[src/hdl/kmp_pkg.sv]
// Shared types, codes and the kana lookup table for the kana-to-mora phrase parser.
// Used by every module of the block; depends on nothing.
package kmp_pkg;

   localparam int CODE_W  = 16;
   localparam int CONS_W  = 5;
   localparam int VOWEL_W = 4;
   localparam int IDX_W   = 8;
   localparam int ACC_W   = 9;
   localparam int TOT_W   = 9;
   localparam int PAUSE_W = 10;
   localparam int TDATA_W = 64;

   // input op codes
   localparam logic OP_CHAR  = 1'b0;
   localparam logic OP_FLUSH = 1'b1;

   // result kinds
   localparam logic KIND_MORA   = 1'b0;
   localparam logic KIND_PHRASE = 1'b1;

   // consonant codes
   localparam logic [CONS_W-1:0] CN_L    = 5'd0;
   localparam logic [CONS_W-1:0] CN_NONE = 5'd1;
   localparam logic [CONS_W-1:0] CN_K    = 5'd2;
   localparam logic [CONS_W-1:0] CN_G    = 5'd3;
   localparam logic [CONS_W-1:0] CN_S    = 5'd4;
   localparam logic [CONS_W-1:0] CN_DZ   = 5'd5;
   localparam logic [CONS_W-1:0] CN_SJ   = 5'd6;
   localparam logic [CONS_W-1:0] CN_DZJ  = 5'd7;
   localparam logic [CONS_W-1:0] CN_T    = 5'd8;
   localparam logic [CONS_W-1:0] CN_D    = 5'd9;
   localparam logic [CONS_W-1:0] CN_TSJ  = 5'd10;
   localparam logic [CONS_W-1:0] CN_Q    = 5'd11;
   localparam logic [CONS_W-1:0] CN_TS   = 5'd12;
   localparam logic [CONS_W-1:0] CN_N    = 5'd13;
   localparam logic [CONS_W-1:0] CN_H    = 5'd14;
   localparam logic [CONS_W-1:0] CN_B    = 5'd15;
   localparam logic [CONS_W-1:0] CN_P    = 5'd16;
   localparam logic [CONS_W-1:0] CN_CH   = 5'd17;
   localparam logic [CONS_W-1:0] CN_PH   = 5'd18;
   localparam logic [CONS_W-1:0] CN_M    = 5'd19;
   localparam logic [CONS_W-1:0] CN_J    = 5'd20;
   localparam logic [CONS_W-1:0] CN_R    = 5'd21;
   localparam logic [CONS_W-1:0] CN_W    = 5'd22;
   localparam logic [CONS_W-1:0] CN_NN   = 5'd23;
   localparam logic [CONS_W-1:0] CN_ZJ   = 5'd24;

   // vowel codes
   localparam logic [VOWEL_W-1:0] VW_A  = 4'd0;
   localparam logic [VOWEL_W-1:0] VW_I  = 4'd1;
   localparam logic [VOWEL_W-1:0] VW_U  = 4'd2;
   localparam logic [VOWEL_W-1:0] VW_E  = 4'd3;
   localparam logic [VOWEL_W-1:0] VW_O  = 4'd4;
   localparam logic [VOWEL_W-1:0] VW_X  = 4'd5;
   localparam logic [VOWEL_W-1:0] VW_JA = 4'd6;
   localparam logic [VOWEL_W-1:0] VW_JU = 4'd7;
   localparam logic [VOWEL_W-1:0] VW_JO = 4'd8;

   // character codes
   localparam logic [CODE_W-1:0] CH_KANA_FIRST = 16'h30A1;
   localparam logic [CODE_W-1:0] CH_KANA_LAST  = 16'h30F3;
   localparam logic [CODE_W-1:0] CH_LONG_MARK  = 16'h30FC;
   localparam logic [CODE_W-1:0] CH_ACCENT     = 16'h0027;
   localparam logic [CODE_W-1:0] CH_SPACE      = 16'h0020;
   localparam logic [CODE_W-1:0] CH_IDEO_SPACE = 16'h3000;
   localparam logic [CODE_W-1:0] CH_IDEO_COMMA = 16'h3001;
   localparam logic [CODE_W-1:0] CH_IDEO_STOP  = 16'h3002;
   localparam logic [CODE_W-1:0] CH_COMMA      = 16'h002C;
   localparam logic [CODE_W-1:0] CH_PERIOD     = 16'h002E;
   localparam logic [CODE_W-1:0] CH_QUESTION   = 16'h003F;
   localparam logic [CODE_W-1:0] CH_FW_QUEST   = 16'hFF1F;
   localparam logic [CODE_W-1:0] CH_SLASH      = 16'h002F;

   localparam logic [PAUSE_W-1:0] PAUSE_NONE  = 10'd0;
   localparam logic [PAUSE_W-1:0] PAUSE_SPACE = 10'd100;
   localparam logic [PAUSE_W-1:0] PAUSE_COMMA = 10'd300;
   localparam logic [PAUSE_W-1:0] PAUSE_STOP  = 10'd1000;

   localparam logic [ACC_W-1:0] ACC_NONE = 9'h1FF;

   typedef struct packed {
      logic [CONS_W-1:0]  cons;
      logic [VOWEL_W-1:0] vowel;
   } kana_type;

   typedef struct packed {
      logic               kind;
      logic [CONS_W-1:0]  consonant;
      logic [VOWEL_W-1:0] vowel;
      logic [IDX_W-1:0]   mora_index;
      logic [ACC_W-1:0]   accent_pos;
      logic [TOT_W-1:0]   mora_total;
      logic [CODE_W-1:0]  delimiter;
      logic [PAUSE_W-1:0] pause_ms;
      logic               last;
   } rsp_type;

   // up to two results of one transaction, handed to the output queue
   typedef struct packed {
      logic       load;
      logic [1:0] count;
      rsp_type    first;
      rsp_type    second;
   } rsp_load_type;

   function automatic kana_type kana_lookup(input logic [6:0] idx);
      kana_type k;
      unique case (idx)
         7'd0:  k = '{CN_L, VW_A};    7'd1:  k = '{CN_NONE, VW_A};
         7'd2:  k = '{CN_L, VW_I};    7'd3:  k = '{CN_NONE, VW_I};
         7'd4:  k = '{CN_L, VW_U};    7'd5:  k = '{CN_NONE, VW_U};
         7'd6:  k = '{CN_L, VW_E};    7'd7:  k = '{CN_NONE, VW_E};
         7'd8:  k = '{CN_L, VW_O};    7'd9:  k = '{CN_NONE, VW_O};
         7'd10: k = '{CN_K, VW_A};    7'd11: k = '{CN_G, VW_A};
         7'd12: k = '{CN_K, VW_I};    7'd13: k = '{CN_G, VW_I};
         7'd14: k = '{CN_K, VW_U};    7'd15: k = '{CN_G, VW_U};
         7'd16: k = '{CN_K, VW_E};    7'd17: k = '{CN_G, VW_E};
         7'd18: k = '{CN_K, VW_O};    7'd19: k = '{CN_G, VW_O};
         7'd20: k = '{CN_S, VW_A};    7'd21: k = '{CN_DZ, VW_A};
         7'd22: k = '{CN_SJ, VW_I};   7'd23: k = '{CN_DZJ, VW_I};
         7'd24: k = '{CN_S, VW_U};    7'd25: k = '{CN_DZ, VW_U};
         7'd26: k = '{CN_S, VW_E};    7'd27: k = '{CN_DZ, VW_E};
         7'd28: k = '{CN_S, VW_O};    7'd29: k = '{CN_DZ, VW_O};
         7'd30: k = '{CN_T, VW_A};    7'd31: k = '{CN_D, VW_A};
         7'd32: k = '{CN_TSJ, VW_I};  7'd33: k = '{CN_DZJ, VW_I};
         7'd34: k = '{CN_Q, VW_X};    7'd35: k = '{CN_TS, VW_U};
         7'd36: k = '{CN_DZ, VW_U};   7'd37: k = '{CN_T, VW_E};
         7'd38: k = '{CN_D, VW_E};    7'd39: k = '{CN_T, VW_O};
         7'd40: k = '{CN_D, VW_O};
         7'd41: k = '{CN_N, VW_A};    7'd42: k = '{CN_N, VW_I};
         7'd43: k = '{CN_N, VW_U};    7'd44: k = '{CN_N, VW_E};
         7'd45: k = '{CN_N, VW_O};
         7'd46: k = '{CN_H, VW_A};    7'd47: k = '{CN_B, VW_A};
         7'd48: k = '{CN_P, VW_A};    7'd49: k = '{CN_CH, VW_I};
         7'd50: k = '{CN_B, VW_I};    7'd51: k = '{CN_P, VW_I};
         7'd52: k = '{CN_PH, VW_U};   7'd53: k = '{CN_B, VW_U};
         7'd54: k = '{CN_P, VW_U};    7'd55: k = '{CN_H, VW_E};
         7'd56: k = '{CN_B, VW_E};    7'd57: k = '{CN_P, VW_E};
         7'd58: k = '{CN_H, VW_O};    7'd59: k = '{CN_B, VW_O};
         7'd60: k = '{CN_P, VW_O};
         7'd61: k = '{CN_M, VW_A};    7'd62: k = '{CN_M, VW_I};
         7'd63: k = '{CN_M, VW_U};    7'd64: k = '{CN_M, VW_E};
         7'd65: k = '{CN_M, VW_O};
         7'd66: k = '{CN_L, VW_JA};   7'd67: k = '{CN_J, VW_A};
         7'd68: k = '{CN_L, VW_JU};   7'd69: k = '{CN_J, VW_U};
         7'd70: k = '{CN_L, VW_JO};   7'd71: k = '{CN_J, VW_O};
         7'd72: k = '{CN_R, VW_A};    7'd73: k = '{CN_R, VW_I};
         7'd74: k = '{CN_R, VW_U};    7'd75: k = '{CN_R, VW_E};
         7'd76: k = '{CN_R, VW_O};
         7'd77: k = '{CN_W, VW_A};    7'd78: k = '{CN_W, VW_A};
         7'd79: k = '{CN_NONE, VW_I}; 7'd80: k = '{CN_NONE, VW_E};
         7'd81: k = '{CN_NONE, VW_O}; 7'd82: k = '{CN_NN, VW_X};
         default: k = '{CN_NONE, VW_A};
      endcase
      return k;
   endfunction

endpackage

[src/hdl/kmp_parse_stage.sv]
// Input register, phrase state and single-pass parse logic of the kana-to-mora parser.
// Produces up to two results per transaction for kmp_rsp_queue; depends on kmp_pkg.
module kmp_parse_stage #(
   parameter int MAX_MORAS = 256
) (
   input  logic                         clock,
   input  logic                         reset,
   input  logic                         req_tvalid,
   output logic                         req_tready,
   input  logic                         req_op,
   input  logic [kmp_pkg::CODE_W-1:0]   req_code,
   input  logic                         load_ok,
   output kmp_pkg::rsp_load_type        rsp_load
);

   localparam int CW = $clog2(MAX_MORAS + 1);
   localparam int XW = (CW > 9) ? CW : 9;

   logic                          in_valid_ff;
   logic                          in_op_ff;
   logic [kmp_pkg::CODE_W-1:0]    in_code_ff;
   logic                          fire;

   logic                          pend_valid_ff, pend_valid_in;
   logic [kmp_pkg::CONS_W-1:0]    pend_cons_ff, pend_cons_in;
   logic [kmp_pkg::VOWEL_W-1:0]   pend_vowel_ff, pend_vowel_in;
   logic [kmp_pkg::CONS_W-1:0]    prev_cons_ff, prev_cons_in;
   logic [kmp_pkg::VOWEL_W-1:0]   prev_vowel_ff, prev_vowel_in;
   logic [CW-1:0]                 mora_count_ff, mora_count_in;
   logic [kmp_pkg::ACC_W-1:0]     accent_at_ff, accent_at_in;
   logic                          word_open_ff, word_open_in;

   logic                          is_kana, is_delim, merged;
   kmp_pkg::kana_type             kana, kana_conv;
   logic [kmp_pkg::VOWEL_W-1:0]   merge_v;
   logic [kmp_pkg::PAUSE_W-1:0]   pause;
   logic [XW-1:0]                 cnt_x;
   kmp_pkg::rsp_load_type         bundle;

   function automatic logic [kmp_pkg::VOWEL_W-1:0] merge_vowel(
      input logic [kmp_pkg::CONS_W-1:0]  c,
      input logic [kmp_pkg::VOWEL_W-1:0] v1,
      input logic [kmp_pkg::VOWEL_W-1:0] v2
   );
      logic small_y, palatal, aieo;
      logic [kmp_pkg::VOWEL_W-1:0] r;
      small_y = (v2 == kmp_pkg::VW_JA) || (v2 == kmp_pkg::VW_JU) || (v2 == kmp_pkg::VW_JO);
      palatal = (c == kmp_pkg::CN_SJ) || (c == kmp_pkg::CN_ZJ) ||
                (c == kmp_pkg::CN_TSJ) || (c == kmp_pkg::CN_DZJ);
      aieo = (v2 == kmp_pkg::VW_A) || (v2 == kmp_pkg::VW_I) ||
             (v2 == kmp_pkg::VW_E) || (v2 == kmp_pkg::VW_O);
      r = v1;
      priority if (v1 == kmp_pkg::VW_I && small_y) begin
         if (palatal || c == kmp_pkg::CN_CH) begin
            r = (v2 == kmp_pkg::VW_JA) ? kmp_pkg::VW_A :
                (v2 == kmp_pkg::VW_JU) ? kmp_pkg::VW_U : kmp_pkg::VW_O;
         end else if (c != kmp_pkg::CN_NONE && c != kmp_pkg::CN_Q && c != kmp_pkg::CN_NN) begin
            r = v2;
         end
      end else if (palatal && v1 == kmp_pkg::VW_I && v2 == kmp_pkg::VW_E) begin
         r = v2;
      end else if ((c == kmp_pkg::CN_T || c == kmp_pkg::CN_D) &&
                   v1 == kmp_pkg::VW_E && v2 == kmp_pkg::VW_I) begin
         r = v2;
      end else if ((c == kmp_pkg::CN_T || c == kmp_pkg::CN_D) &&
                   v1 == kmp_pkg::VW_O && v2 == kmp_pkg::VW_U) begin
         r = v2;
      end else if ((c == kmp_pkg::CN_TSJ || c == kmp_pkg::CN_PH) &&
                   v1 == kmp_pkg::VW_U && aieo) begin
         r = v2;
      end else if (c == kmp_pkg::CN_W && v1 == kmp_pkg::VW_U &&
                   (v2 == kmp_pkg::VW_I || v2 == kmp_pkg::VW_E || v2 == kmp_pkg::VW_O)) begin
         r = v2;
      end else begin
         r = v1;
      end
      return r;
   endfunction

   function automatic kmp_pkg::rsp_type mora_rec(
      input logic [kmp_pkg::CONS_W-1:0]  c,
      input logic [kmp_pkg::VOWEL_W-1:0] v,
      input logic [CW-1:0]               cnt
   );
      kmp_pkg::rsp_type r;
      logic [XW-1:0] cx;
      cx = XW'(cnt);
      r = '0;
      r.kind = kmp_pkg::KIND_MORA;
      r.consonant = c;
      r.vowel = v;
      r.mora_index = (cx > XW'(255)) ? 8'd255 : cx[7:0];
      return r;
   endfunction

   function automatic kmp_pkg::rsp_type phrase_rec(
      input logic [kmp_pkg::ACC_W-1:0]   acc,
      input logic [CW-1:0]               cnt,
      input logic [kmp_pkg::CODE_W-1:0]  delim,
      input logic [kmp_pkg::PAUSE_W-1:0] pz
   );
      kmp_pkg::rsp_type r;
      logic [XW-1:0] cx;
      cx = XW'(cnt);
      r = '0;
      r.kind = kmp_pkg::KIND_PHRASE;
      r.accent_pos = acc;
      r.mora_total = (cx > XW'(511)) ? 9'd511 : cx[8:0];
      r.delimiter = delim;
      r.pause_ms = pz;
      return r;
   endfunction

   function automatic kmp_pkg::rsp_load_type push(
      input kmp_pkg::rsp_load_type b,
      input kmp_pkg::rsp_type      r
   );
      kmp_pkg::rsp_load_type o;
      o = b;
      if (b.count == 2'd0) begin
         o.first = r;
      end else begin
         o.second = r;
      end
      o.count = b.count + 2'd1;
      return o;
   endfunction

   function automatic logic [CW-1:0] count_inc(input logic [CW-1:0] cnt);
      return (cnt < CW'(MAX_MORAS)) ? cnt + CW'(1) : cnt;
   endfunction

   assign fire       = in_valid_ff && load_ok;
   assign req_tready = !in_valid_ff || fire;

   always_ff @(posedge clock) begin
      if (reset) begin
         in_valid_ff <= 1'b0;
      end else if (req_tready) begin
         in_valid_ff <= req_tvalid;
      end
      if (req_tready && req_tvalid) begin
         in_op_ff   <= req_op;
         in_code_ff <= req_code;
      end
   end

   // decode of the registered character
   always_comb begin
      is_kana  = (in_code_ff >= kmp_pkg::CH_KANA_FIRST) && (in_code_ff <= kmp_pkg::CH_KANA_LAST);
      kana     = kmp_pkg::kana_lookup(7'(in_code_ff - kmp_pkg::CH_KANA_FIRST));
      is_delim = (in_code_ff == kmp_pkg::CH_SPACE)      || (in_code_ff == kmp_pkg::CH_IDEO_SPACE) ||
                 (in_code_ff == kmp_pkg::CH_IDEO_COMMA) || (in_code_ff == kmp_pkg::CH_IDEO_STOP)  ||
                 (in_code_ff == kmp_pkg::CH_COMMA)      || (in_code_ff == kmp_pkg::CH_PERIOD)     ||
                 (in_code_ff == kmp_pkg::CH_QUESTION)   || (in_code_ff == kmp_pkg::CH_FW_QUEST)   ||
                 (in_code_ff == kmp_pkg::CH_SLASH);
      priority if (in_code_ff == kmp_pkg::CH_SPACE || in_code_ff == kmp_pkg::CH_IDEO_SPACE) begin
         pause = kmp_pkg::PAUSE_SPACE;
      end else if (in_code_ff == kmp_pkg::CH_IDEO_COMMA || in_code_ff == kmp_pkg::CH_COMMA) begin
         pause = kmp_pkg::PAUSE_COMMA;
      end else if (in_code_ff == kmp_pkg::CH_IDEO_STOP || in_code_ff == kmp_pkg::CH_PERIOD ||
                   in_code_ff == kmp_pkg::CH_QUESTION || in_code_ff == kmp_pkg::CH_FW_QUEST) begin
         pause = kmp_pkg::PAUSE_STOP;
      end else begin
         pause = kmp_pkg::PAUSE_NONE;
      end
      merge_v = merge_vowel(pend_cons_ff, pend_vowel_ff, kana.vowel);
      merged  = (in_op_ff == kmp_pkg::OP_CHAR) && !(is_delim && word_open_ff) && is_kana &&
                (kana.cons == kmp_pkg::CN_L) && pend_valid_ff && (merge_v != pend_vowel_ff);
      kana_conv = kana;
      if (kana.cons == kmp_pkg::CN_L) begin
         unique case (kana.vowel)
            kmp_pkg::VW_JA: kana_conv = '{kmp_pkg::CN_J, kmp_pkg::VW_A};
            kmp_pkg::VW_JU: kana_conv = '{kmp_pkg::CN_J, kmp_pkg::VW_U};
            kmp_pkg::VW_JO: kana_conv = '{kmp_pkg::CN_J, kmp_pkg::VW_O};
            default:        kana_conv.cons = kmp_pkg::CN_NONE;
         endcase
      end
   end

   // next state and results, in the order the results leave
   always_comb begin
      bundle         = '0;
      pend_valid_in  = pend_valid_ff;
      pend_cons_in   = pend_cons_ff;
      pend_vowel_in  = pend_vowel_ff;
      prev_cons_in   = prev_cons_ff;
      prev_vowel_in  = prev_vowel_ff;
      mora_count_in  = mora_count_ff;
      accent_at_in   = accent_at_ff;
      word_open_in   = word_open_ff;
      cnt_x          = '0;

      if (merged) begin
         bundle        = push(bundle, mora_rec(pend_cons_ff, merge_v, mora_count_in));
         prev_cons_in  = pend_cons_ff;
         prev_vowel_in = merge_v;
         mora_count_in = count_inc(mora_count_in);
         pend_valid_in = 1'b0;
      end else if (pend_valid_ff) begin
         // held mora leaves ahead of anything else
         bundle        = push(bundle, mora_rec(pend_cons_ff, pend_vowel_ff, mora_count_in));
         prev_cons_in  = pend_cons_ff;
         prev_vowel_in = pend_vowel_ff;
         mora_count_in = count_inc(mora_count_in);
         pend_valid_in = 1'b0;
      end

      priority if (in_op_ff == kmp_pkg::OP_FLUSH) begin
         if (word_open_ff) begin
            bundle = push(bundle, phrase_rec(accent_at_in, mora_count_in, '0,
                                             kmp_pkg::PAUSE_NONE));
            mora_count_in = '0;
            accent_at_in  = kmp_pkg::ACC_NONE;
            word_open_in  = 1'b0;
         end
      end else if (is_delim && word_open_ff) begin
         bundle = push(bundle, phrase_rec(accent_at_in, mora_count_in, in_code_ff, pause));
         mora_count_in = '0;
         accent_at_in  = kmp_pkg::ACC_NONE;
         word_open_in  = 1'b0;
      end else begin
         word_open_in = 1'b1;
         priority if (is_kana) begin
            if (!merged) begin
               pend_valid_in = 1'b1;
               pend_cons_in  = kana_conv.cons;
               pend_vowel_in = kana_conv.vowel;
            end
         end else if (in_code_ff == kmp_pkg::CH_LONG_MARK) begin
            if (mora_count_in != '0) begin
               if (prev_cons_in == kmp_pkg::CN_NN) begin
                  bundle = push(bundle, mora_rec(kmp_pkg::CN_NN, kmp_pkg::VW_X, mora_count_in));
                  prev_vowel_in = kmp_pkg::VW_X;
               end else begin
                  bundle = push(bundle, mora_rec(kmp_pkg::CN_NONE, prev_vowel_in, mora_count_in));
                  prev_cons_in = kmp_pkg::CN_NONE;
               end
               mora_count_in = count_inc(mora_count_in);
            end
         end else if (in_code_ff == kmp_pkg::CH_ACCENT) begin
            if (mora_count_in != '0) begin
               cnt_x = XW'(mora_count_in) - XW'(1);
               accent_at_in = (cnt_x > XW'(255)) ? 9'd255 : {1'b0, cnt_x[7:0]};
            end
         end else begin
         end
      end

      if (bundle.count == 2'd1) begin
         bundle.first.last = 1'b1;
      end
      if (bundle.count == 2'd2) begin
         bundle.second.last = 1'b1;
      end
      bundle.load = fire;
   end

   assign rsp_load = bundle;

   always_ff @(posedge clock) begin
      if (reset) begin
         pend_valid_ff <= 1'b0;
         pend_cons_ff  <= '0;
         pend_vowel_ff <= '0;
         prev_cons_ff  <= '0;
         prev_vowel_ff <= '0;
         mora_count_ff <= '0;
         accent_at_ff  <= kmp_pkg::ACC_NONE;
         word_open_ff  <= 1'b0;
      end else if (fire) begin
         pend_valid_ff <= pend_valid_in;
         pend_cons_ff  <= pend_cons_in;
         pend_vowel_ff <= pend_vowel_in;
         prev_cons_ff  <= prev_cons_in;
         prev_vowel_ff <= prev_vowel_in;
         mora_count_ff <= mora_count_in;
         accent_at_ff  <= accent_at_in;
         word_open_ff  <= word_open_in;
      end
   end

   a_count_range: assert property (@(posedge clock) disable iff (reset)
      mora_count_ff <= CW'(MAX_MORAS))
      else $error("mora count beyond limit");

   a_accent_range: assert property (@(posedge clock) disable iff (reset)
      !accent_at_ff[kmp_pkg::ACC_W-1] || accent_at_ff == kmp_pkg::ACC_NONE)
      else $error("accent position out of range");

   a_flush_clears: assert property (@(posedge clock) disable iff (reset)
      fire && in_op_ff == kmp_pkg::OP_FLUSH |=> !pend_valid_ff && !word_open_ff &&
      mora_count_ff == '0)
      else $error("end of text left phrase state behind");

endmodule

[src/hdl/kmp_rsp_queue.sv]
// Two-entry result register of the kana-to-mora parser; drives the rsp channel.
// Loaded by kmp_parse_stage only when it is empty or drains this cycle; depends on kmp_pkg.
module kmp_rsp_queue (
   input  logic                  clock,
   input  logic                  reset,
   input  kmp_pkg::rsp_load_type rsp_load,
   output logic                  load_ok,
   output logic                  rsp_valid,
   input  logic                  rsp_ready,
   output kmp_pkg::rsp_type      rsp_item
);

   logic [1:0]        count_ff;
   kmp_pkg::rsp_type  slot0_ff;
   kmp_pkg::rsp_type  slot1_ff;
   logic              pop;

   assign rsp_valid = (count_ff != 2'd0);
   assign rsp_item  = slot0_ff;
   assign pop       = rsp_valid && rsp_ready;
   assign load_ok   = (count_ff == 2'd0) || (count_ff == 2'd1 && pop);

   always_ff @(posedge clock) begin
      if (reset) begin
         count_ff <= 2'd0;
      end else if (rsp_load.load) begin
         count_ff <= rsp_load.count;
      end else if (pop) begin
         count_ff <= count_ff - 2'd1;
      end
      if (rsp_load.load) begin
         slot0_ff <= rsp_load.first;
         slot1_ff <= rsp_load.second;
      end else if (pop) begin
         slot0_ff <= slot1_ff;
      end
   end

   a_count_max: assert property (@(posedge clock) disable iff (reset)
      count_ff != 2'd3)
      else $error("result queue overfilled");

   a_load_when_free: assert property (@(posedge clock) disable iff (reset)
      rsp_load.load |-> load_ok)
      else $error("load into occupied result queue");

   a_first_not_last: assert property (@(posedge clock) disable iff (reset)
      count_ff == 2'd2 |-> !slot0_ff.last && slot1_ff.last)
      else $error("last flag misplaced in result pair");

endmodule

[src/hdl/kana_to_mora_phrase_parser_unit.sv]
// Kana-to-mora phrase parser, top level: input register, parse logic, result register.
// Path: an accepted transaction is held in the input register, and its results in the result register.
// Throughput: one transaction per cycle while each yields at most one result and
// rsp_tready stays high; a transaction with two results holds the result register until both leave.
// Reset: synchronous, active high; clears the held mora, counts and accent mark.
// Depends on kmp_pkg, kmp_parse_stage and kmp_rsp_queue.
module kana_to_mora_phrase_parser_unit #(
   parameter int MAX_MORAS = 256
) (
   input  logic        clock,
   input  logic        reset,
   input  logic        req_tvalid,
   output logic        req_tready,
   input  logic [15:0] req_tdata,   // [15:0] code
   input  logic        req_tuser,   // [0] op
   output logic        rsp_tvalid,
   input  logic        rsp_tready,
   output logic [63:0] rsp_tdata,   // [4:0] consonant, [8:5] vowel, [16:9] mora_index,
                                    // [25:17] accent_pos, [34:26] mora_total,
                                    // [50:35] delimiter, [60:51] pause_ms, [63:61] zero
   output logic        rsp_tuser,   // [0] kind
   output logic        rsp_tlast
);

   kmp_pkg::rsp_load_type rsp_load;
   kmp_pkg::rsp_type      rsp_item;
   logic                  load_ok;

   kmp_parse_stage #(
      .MAX_MORAS (MAX_MORAS)
   ) u_parse (
      .clock      (clock),
      .reset      (reset),
      .req_tvalid (req_tvalid),
      .req_tready (req_tready),
      .req_op     (req_tuser),
      .req_code   (req_tdata),
      .load_ok    (load_ok),
      .rsp_load   (rsp_load)
   );

   kmp_rsp_queue u_queue (
      .clock     (clock),
      .reset     (reset),
      .rsp_load  (rsp_load),
      .load_ok   (load_ok),
      .rsp_valid (rsp_tvalid),
      .rsp_ready (rsp_tready),
      .rsp_item  (rsp_item)
   );

   assign rsp_tdata = {3'b000, rsp_item.pause_ms, rsp_item.delimiter, rsp_item.mora_total,
                       rsp_item.accent_pos, rsp_item.mora_index, rsp_item.vowel,
                       rsp_item.consonant};
   assign rsp_tuser = rsp_item.kind;
   assign rsp_tlast = rsp_item.last;

endmodule
[config.mk]
export PLATFORM = sky130hd
export DESIGN_NAME = kana_to_mora_phrase_parser_unit
export DESIGN_NICKNAME = d
export VERILOG_FILES = /design/src/hdl/kmp_pkg.sv /design/src/hdl/kmp_parse_stage.sv /design/src/hdl/kmp_rsp_queue.sv /design/src/hdl/kana_to_mora_phrase_parser_unit.sv
export SDC_FILE = /design/constraint.sdc
export NUM_CORES = 1
export LEC_CHECK = 0
export ABC_AREA = 1
export BUFFER_PORTS_ARGS = -buffer_cell sky130_fd_sc_hd__buf_4
export CAP_MARGIN = 20
export CORE_UTILIZATION = 45
export DETAILED_ROUTE_END_ITERATION = 8
export MAX_ROUTING_LAYER = met4
export SETUP_SLACK_MARGIN = 0.2
export SKIP_CTS_REPAIR_TIMING = 1
export SLEW_MARGIN = 10
export SYNTH_ARGS = -nofsm -noshare
export SYNTH_HDL_FRONTEND = slang
export SYNTH_HIERARCHICAL = 1
export SYNTH_SLANG_ARGS = --single-unit
[constraint.sdc]
create_clock -name clock -period 7.3 [get_ports clock]
set_input_delay 1.46 -clock clock [delete_from_list [all_inputs] [get_ports clock]]
set_output_delay 1.46 -clock clock [all_outputs]
set_load 0.005 [all_outputs]
Word-level counts from Yosys, hierarchy flattened
Memory sizes are Yosys's and may differ from the RTL's.
Index checks and enable logic that the tools add are counted.

word-level totals
  register bits after elaboration = 184
  bits in latches = 0
  memory bits (writable) = 0
  memory bits (read-only) = 1,152
  output and inout bits = 68
  memories kept = 1

memory list
  name              depth  width  read ports  clocked after Yosys merged registers in  wr ports  RTL line        RTL
  (name not given)  128    9      1           0                                        0         kmp_pkg.sv:109  unique case (idx)

operators by class
  $add $sub $neg = 6
  multipliers = 0
  divide/modulo/power cells = 0
  $lt $le $gt $ge = 8
  equal/unequal tests = 42
  shift-type cells = 0
  muxes and demuxes = 81
  bitwise gates (word level) = 3
  reductions and logical operators = 65

operator list
  operator              number
  $mux 128              6
  $mux 63               10
  $mux 127              2
  $mux 9                19
  $mux 126              1
  $eq 16x6->1 const B   6
  $mux 4                17
  $eq 16x14->1 const B  4
  $mux 5                9
  $mux 10               3
  $gt 9x8->1 const B    3
  $logic_or 1x1->1      27
  $eq 5x5->1 const B    5
  $logic_and 1x1->1     24
  $mux 8                3
  $add 9x1->9 const B   2
  $lt 9x9->1 const B    2
  $eq 16x16->1 const B  1
  $eq 4x2->1 const B    4
  $eq 4x3->1 const B    4
  $ge 16x14->1 const B  1
  $le 16x14->1 const B  1
  $eq 5x4->1 const B    3
  $pmux 4 s3            1
  other kinds (31)      47

Depth between registers and ports, before layout
  depth in word-level cells = 29
  mapped depth = 34

Modules after synthesis
The synthesis kept the hierarchy.

modules (own cells, without submodules)
  module                           instances  cells an instance  area an instance (um^2)
  kmp_parse_stage                  1          1,003              5,918.2
  kmp_rsp_queue                    1          357                4,743.3
  kana_to_mora_phrase_parser_unit  1          4                  26.3

Least setup slack after synthesis
OpenSTA, ideal clock, no wires.

  path kind = input to register
  start point = in rsp_tready
  end point = reg u_queue.slot0_ff (netlist bit u_queue/rsp_item[0]) (enable)
  setup time = 0.425 ns
  arrival = 4.065 ns
  required time = 6.875 ns
  setup slack = 2.810 ns
  stages on the path = 8
  path through = nand2_1 > nand2_1 > nand2_1 > inv_1 > clkbuf_1 > buf_4 > inv_2 > nand2_1

on the way
  word-level cells in the longest chain between the ends = 5

RTL lines
  what                                RTL line                               RTL
  start, declared                     kana_to_mora_phrase_parser_unit.sv:17  input logic rsp_tready,
  $logic_and 1x1->1                   kmp_rsp_queue.sv:20                    assign pop = rsp_valid && rsp_ready;
  $logic_and 1x1->1                   kmp_rsp_queue.sv:21                    assign load_ok = (count_ff == 2'd0) || (count_ff == 2'd1 && pop);
  $logic_or 1x1->1                    kmp_rsp_queue.sv:21
  via load_ok                         kana_to_mora_phrase_parser_unit.sv:27  logic load_ok;
  $logic_and 1x1->1                   kmp_parse_stage.sv:133                 assign fire = in_valid_ff && load_ok;
  via u_parse.fire                    kmp_parse_stage.sv:22                  logic fire;
  $reduce_bool 2->1 (no source line)  -
  end signal, assigned                kmp_rsp_queue.sv:32                    slot0_ff <= rsp_load.first;
  end signal, assigned                kmp_rsp_queue.sv:35                    slot0_ff <= slot1_ff;
  end, declared                       kmp_rsp_queue.sv:14                    kmp_pkg::rsp_type slot0_ff;

The timed path passes the listed nets, and every way through them passes these cells.
A chain may end at the register's enable or synchronous reset.

==> results.md <==
* Worst EP arrival at 4.55 ns
* Hold WC Path Type: reg2reg
* Cell area after synthesis at 10690 sq um
* Die extent in x at 156.1 microns
* Clock Skew at 0.02041 ns
* CTS tree: done
* FMAX at 229.5 MHz
* Max H-tree Level at 4
* Share of layout cells above drive strength 1 at 12.18%
* DR iter-0 viols at 734
* Multi-input gate area at 4695 sq um
* Mean post-synth cell area at 7.836 sq um
* Fillers at 2334
* WL final at 27.40 mm
* Final Non-Filler Cells at 1756
* # port buffers at 85
* Critical-path top delay cell: edfxtp_1
* CP Launch Type: flip-flop
* Vias in the first global route at 8287
* Site Rows at 56
* Period minus WS final at 4.358 ns
* Critical setup path kind: reg2reg
* RD Place Congestion at 0.9601
* Area grow syn2layout at 12.69%
* Least-Margin Pin Slew at 1.046 ns
* Starting Density at 45.67%
* Post-DP HPWL at 19.42 mm
* Synth Instances at 1364
* Final Cycle Share at 59.70%
* Vias at 9174
* Hold Worst Slack at 0.4641 ns
* Maximum number of buffers from clock root to sink at 2
* TNS Setup at 0 ns
* DIE AREA at 24370 sq um
* Remaining Overflow, GRT at 0
* # DRC at 0
* IO Count at 89
* Storage cell area at 5115 sq um
* P_leak at 5.422 nW
* Via density at 5.224
* Most frequent cells in the layout: nand2_1 (434), nor2_1 (163), edfxtp_1 (143)
* Crit end category: flip-flop
* Root Buffer: clkbuf_16
* First-pass GRT wire length at 43.90 mm
* Initial antenna violation count at 0
* Worst skew pair latency at 0.44 ns
* Synthesized flop and latch total at 184
* CTS Buf Count at 17
* Routed Antenna Nets at 0
* Slew Limit Fails at 0
* RSZ-0062 raised after global routing: no
* Dominant cell type by area after synthesis: edfxtp_1
* Seq/Total Area, Yosys at 47.86%
* Netlist cell types at 52
* Pre-antenna DRT Iters at 7
* Ys Warns at 6
* CP max stage delay at 0.52 ns
* Die Y at 156.1 microns
* N_diodes at 0
* Top post-synthesis cells by area: edfxtp_1 (40%), nand2_1 (15%), dfxtp_1 (7.7%), nor2_1 (5.7%), inv_1 (4.5%)
* Placed Instances at 1724
* DP Area at 11450 sq um
* Final #Nets at 1470
* Status: complete, no violations
* Post-route total power at 0.003254 W
* MaxCap Viol Count at 0
* CTS sink cnt at 184
* PwrDens at 270.2 nW/um^2
* Clk slew on worst S/H paths at 0.07 ns
* Req. time, crit path at 7.49 ns
* CP most frequent cell: nand2_1
* Wirelength per Cell at 15.60 microns
* Final Hold Fails at 0
* Commonest non-fill, non-tap cell in the layout: nand2_1
* CP Max Fanout at 13
* Core area at 23400 sq um
* Endpoints failing setup at 0
* Max-slew headroom at 30.02%
* GRT Overall Usage at 23.76%
* Max IR drop VDD at 0.1647 mV
* Largest net degree at the start of global routing at 77
* Area share of the largest cell type after synthesis at 40.18%
* Design Area, Final at 12040 sq um
==> through the flow <==
step                      utilization, %  worst slack, ns
after floorplan                        -            2.810
after global placement             48.91            2.989
after detailed placement           48.91            2.940
after CTS                          51.46            3.023
after global routing               51.46            2.483
final                              51.46            2.942
==> metal layers <==
| metal | wire length [microns] | share of wire (%) | up-vias | global-route usage [%] |
|---|---|---|---|---|
| met3 | 1680 | 6.1 | 42 | 3.000 |
| met2 | 12020 | 44 | 360 | 34.80 |
| met1 | 13250 | 48 | 4180 | 34.28 |
| met4 | 440 | 1.6 | 0 | 6.816 |
| li1 | - | - | 4592 | - |
| met5 | 0 | 0 | - | - |
==> critical path: cells and delay by family, from the launching register on <==
family                   cells  cell delay, ns
adder cells (fa/ha/maj)      1            0.42
flip-flops                   1            0.52
buffers and inverters        1            0.27
AND/OR/NAND/NOR             29            2.90
==> synthesized netlist by cell type, drive strengths merged <==
master,count
a32o,1
ha,25
dfxtp,41
o22ai,5
clkbuf,18
o32ai,2
a22oi,2
conb,2
o211ai,13
a221oi,6
clkinv,2
nand4,16
nand3,79
o221ai,2
o311ai,1
xnor2,1
edfxtp,143
mux2i,1
nor4b,1
or3,1
a21oi,48
or4,1
a211oi,4
o31ai,1
a31oi,8
nand3b,1
nand2,451
or2,2
nor4,11
inv,143
o21ai,81
o21bai,3
nor3,23
buf,45
a41o,1
nor2,168
xor2,11
==> state kept, by name (all words and copies together), names as in the netlist, 5 cells and up <==
name	count
u_queue/rsp_item	63
u_parse/in_code_ff	16
u_queue/slot1_ff	63
u_parse/accent_at_ff	9
u_parse/prev_cons_ff	5
u_parse/pend_cons_ff	5
u_parse/mora_count_ff	9
==> final timing paths <==
path                      startpoint                 endpoint  slack (ns)  cells after the start
max            u_parse/in_code_ff[1]     u_queue/rsp_item[55]        2.94                     31
min          u_parse/prev_cons_ff[0]  u_parse/prev_cons_ff[0]        0.46                      2
max reg2reg    u_parse/in_code_ff[1]     u_queue/rsp_item[55]        2.94                     31
min reg2reg  u_parse/prev_cons_ff[0]  u_parse/prev_cons_ff[0]        0.46                      2
==> where the power goes <==
group	switching [W]	leakage [nW]	internal [W]
clock	0.000461	0.293	0.000465
combinational	0.000582	3.41	0.000302
sequential	0.0000691	1.71	0.00138
total	0.00111	5.42	0.00214
==> layout make-up <==
class                      count  area share (%)
clock buffer                  17           3.532
clock inverter                15           1.434
inverter                     145           4.540
multi-input combinational    984           38.98
sequential                   184           42.47
tap                          319           3.314
timing repair buffer          92           5.734
==> cells by family (layout without fill, tap and decap cells) <==
kind of cell    count (synthesis)  in the layout  share of synthesized area [%]
compound gates                178            178                          9.647
xor+xnor                       12             12                         0.9834
fa+ha+maj                      25             25                          2.927
buf+inv                       208            269                          8.663
flops                         184            184                          47.86
mux                             1              1                        0.09366
other cells                     2             14                        0.07027
simple gates                  754            754                          29.76
(Power assumes the default switching activity.)
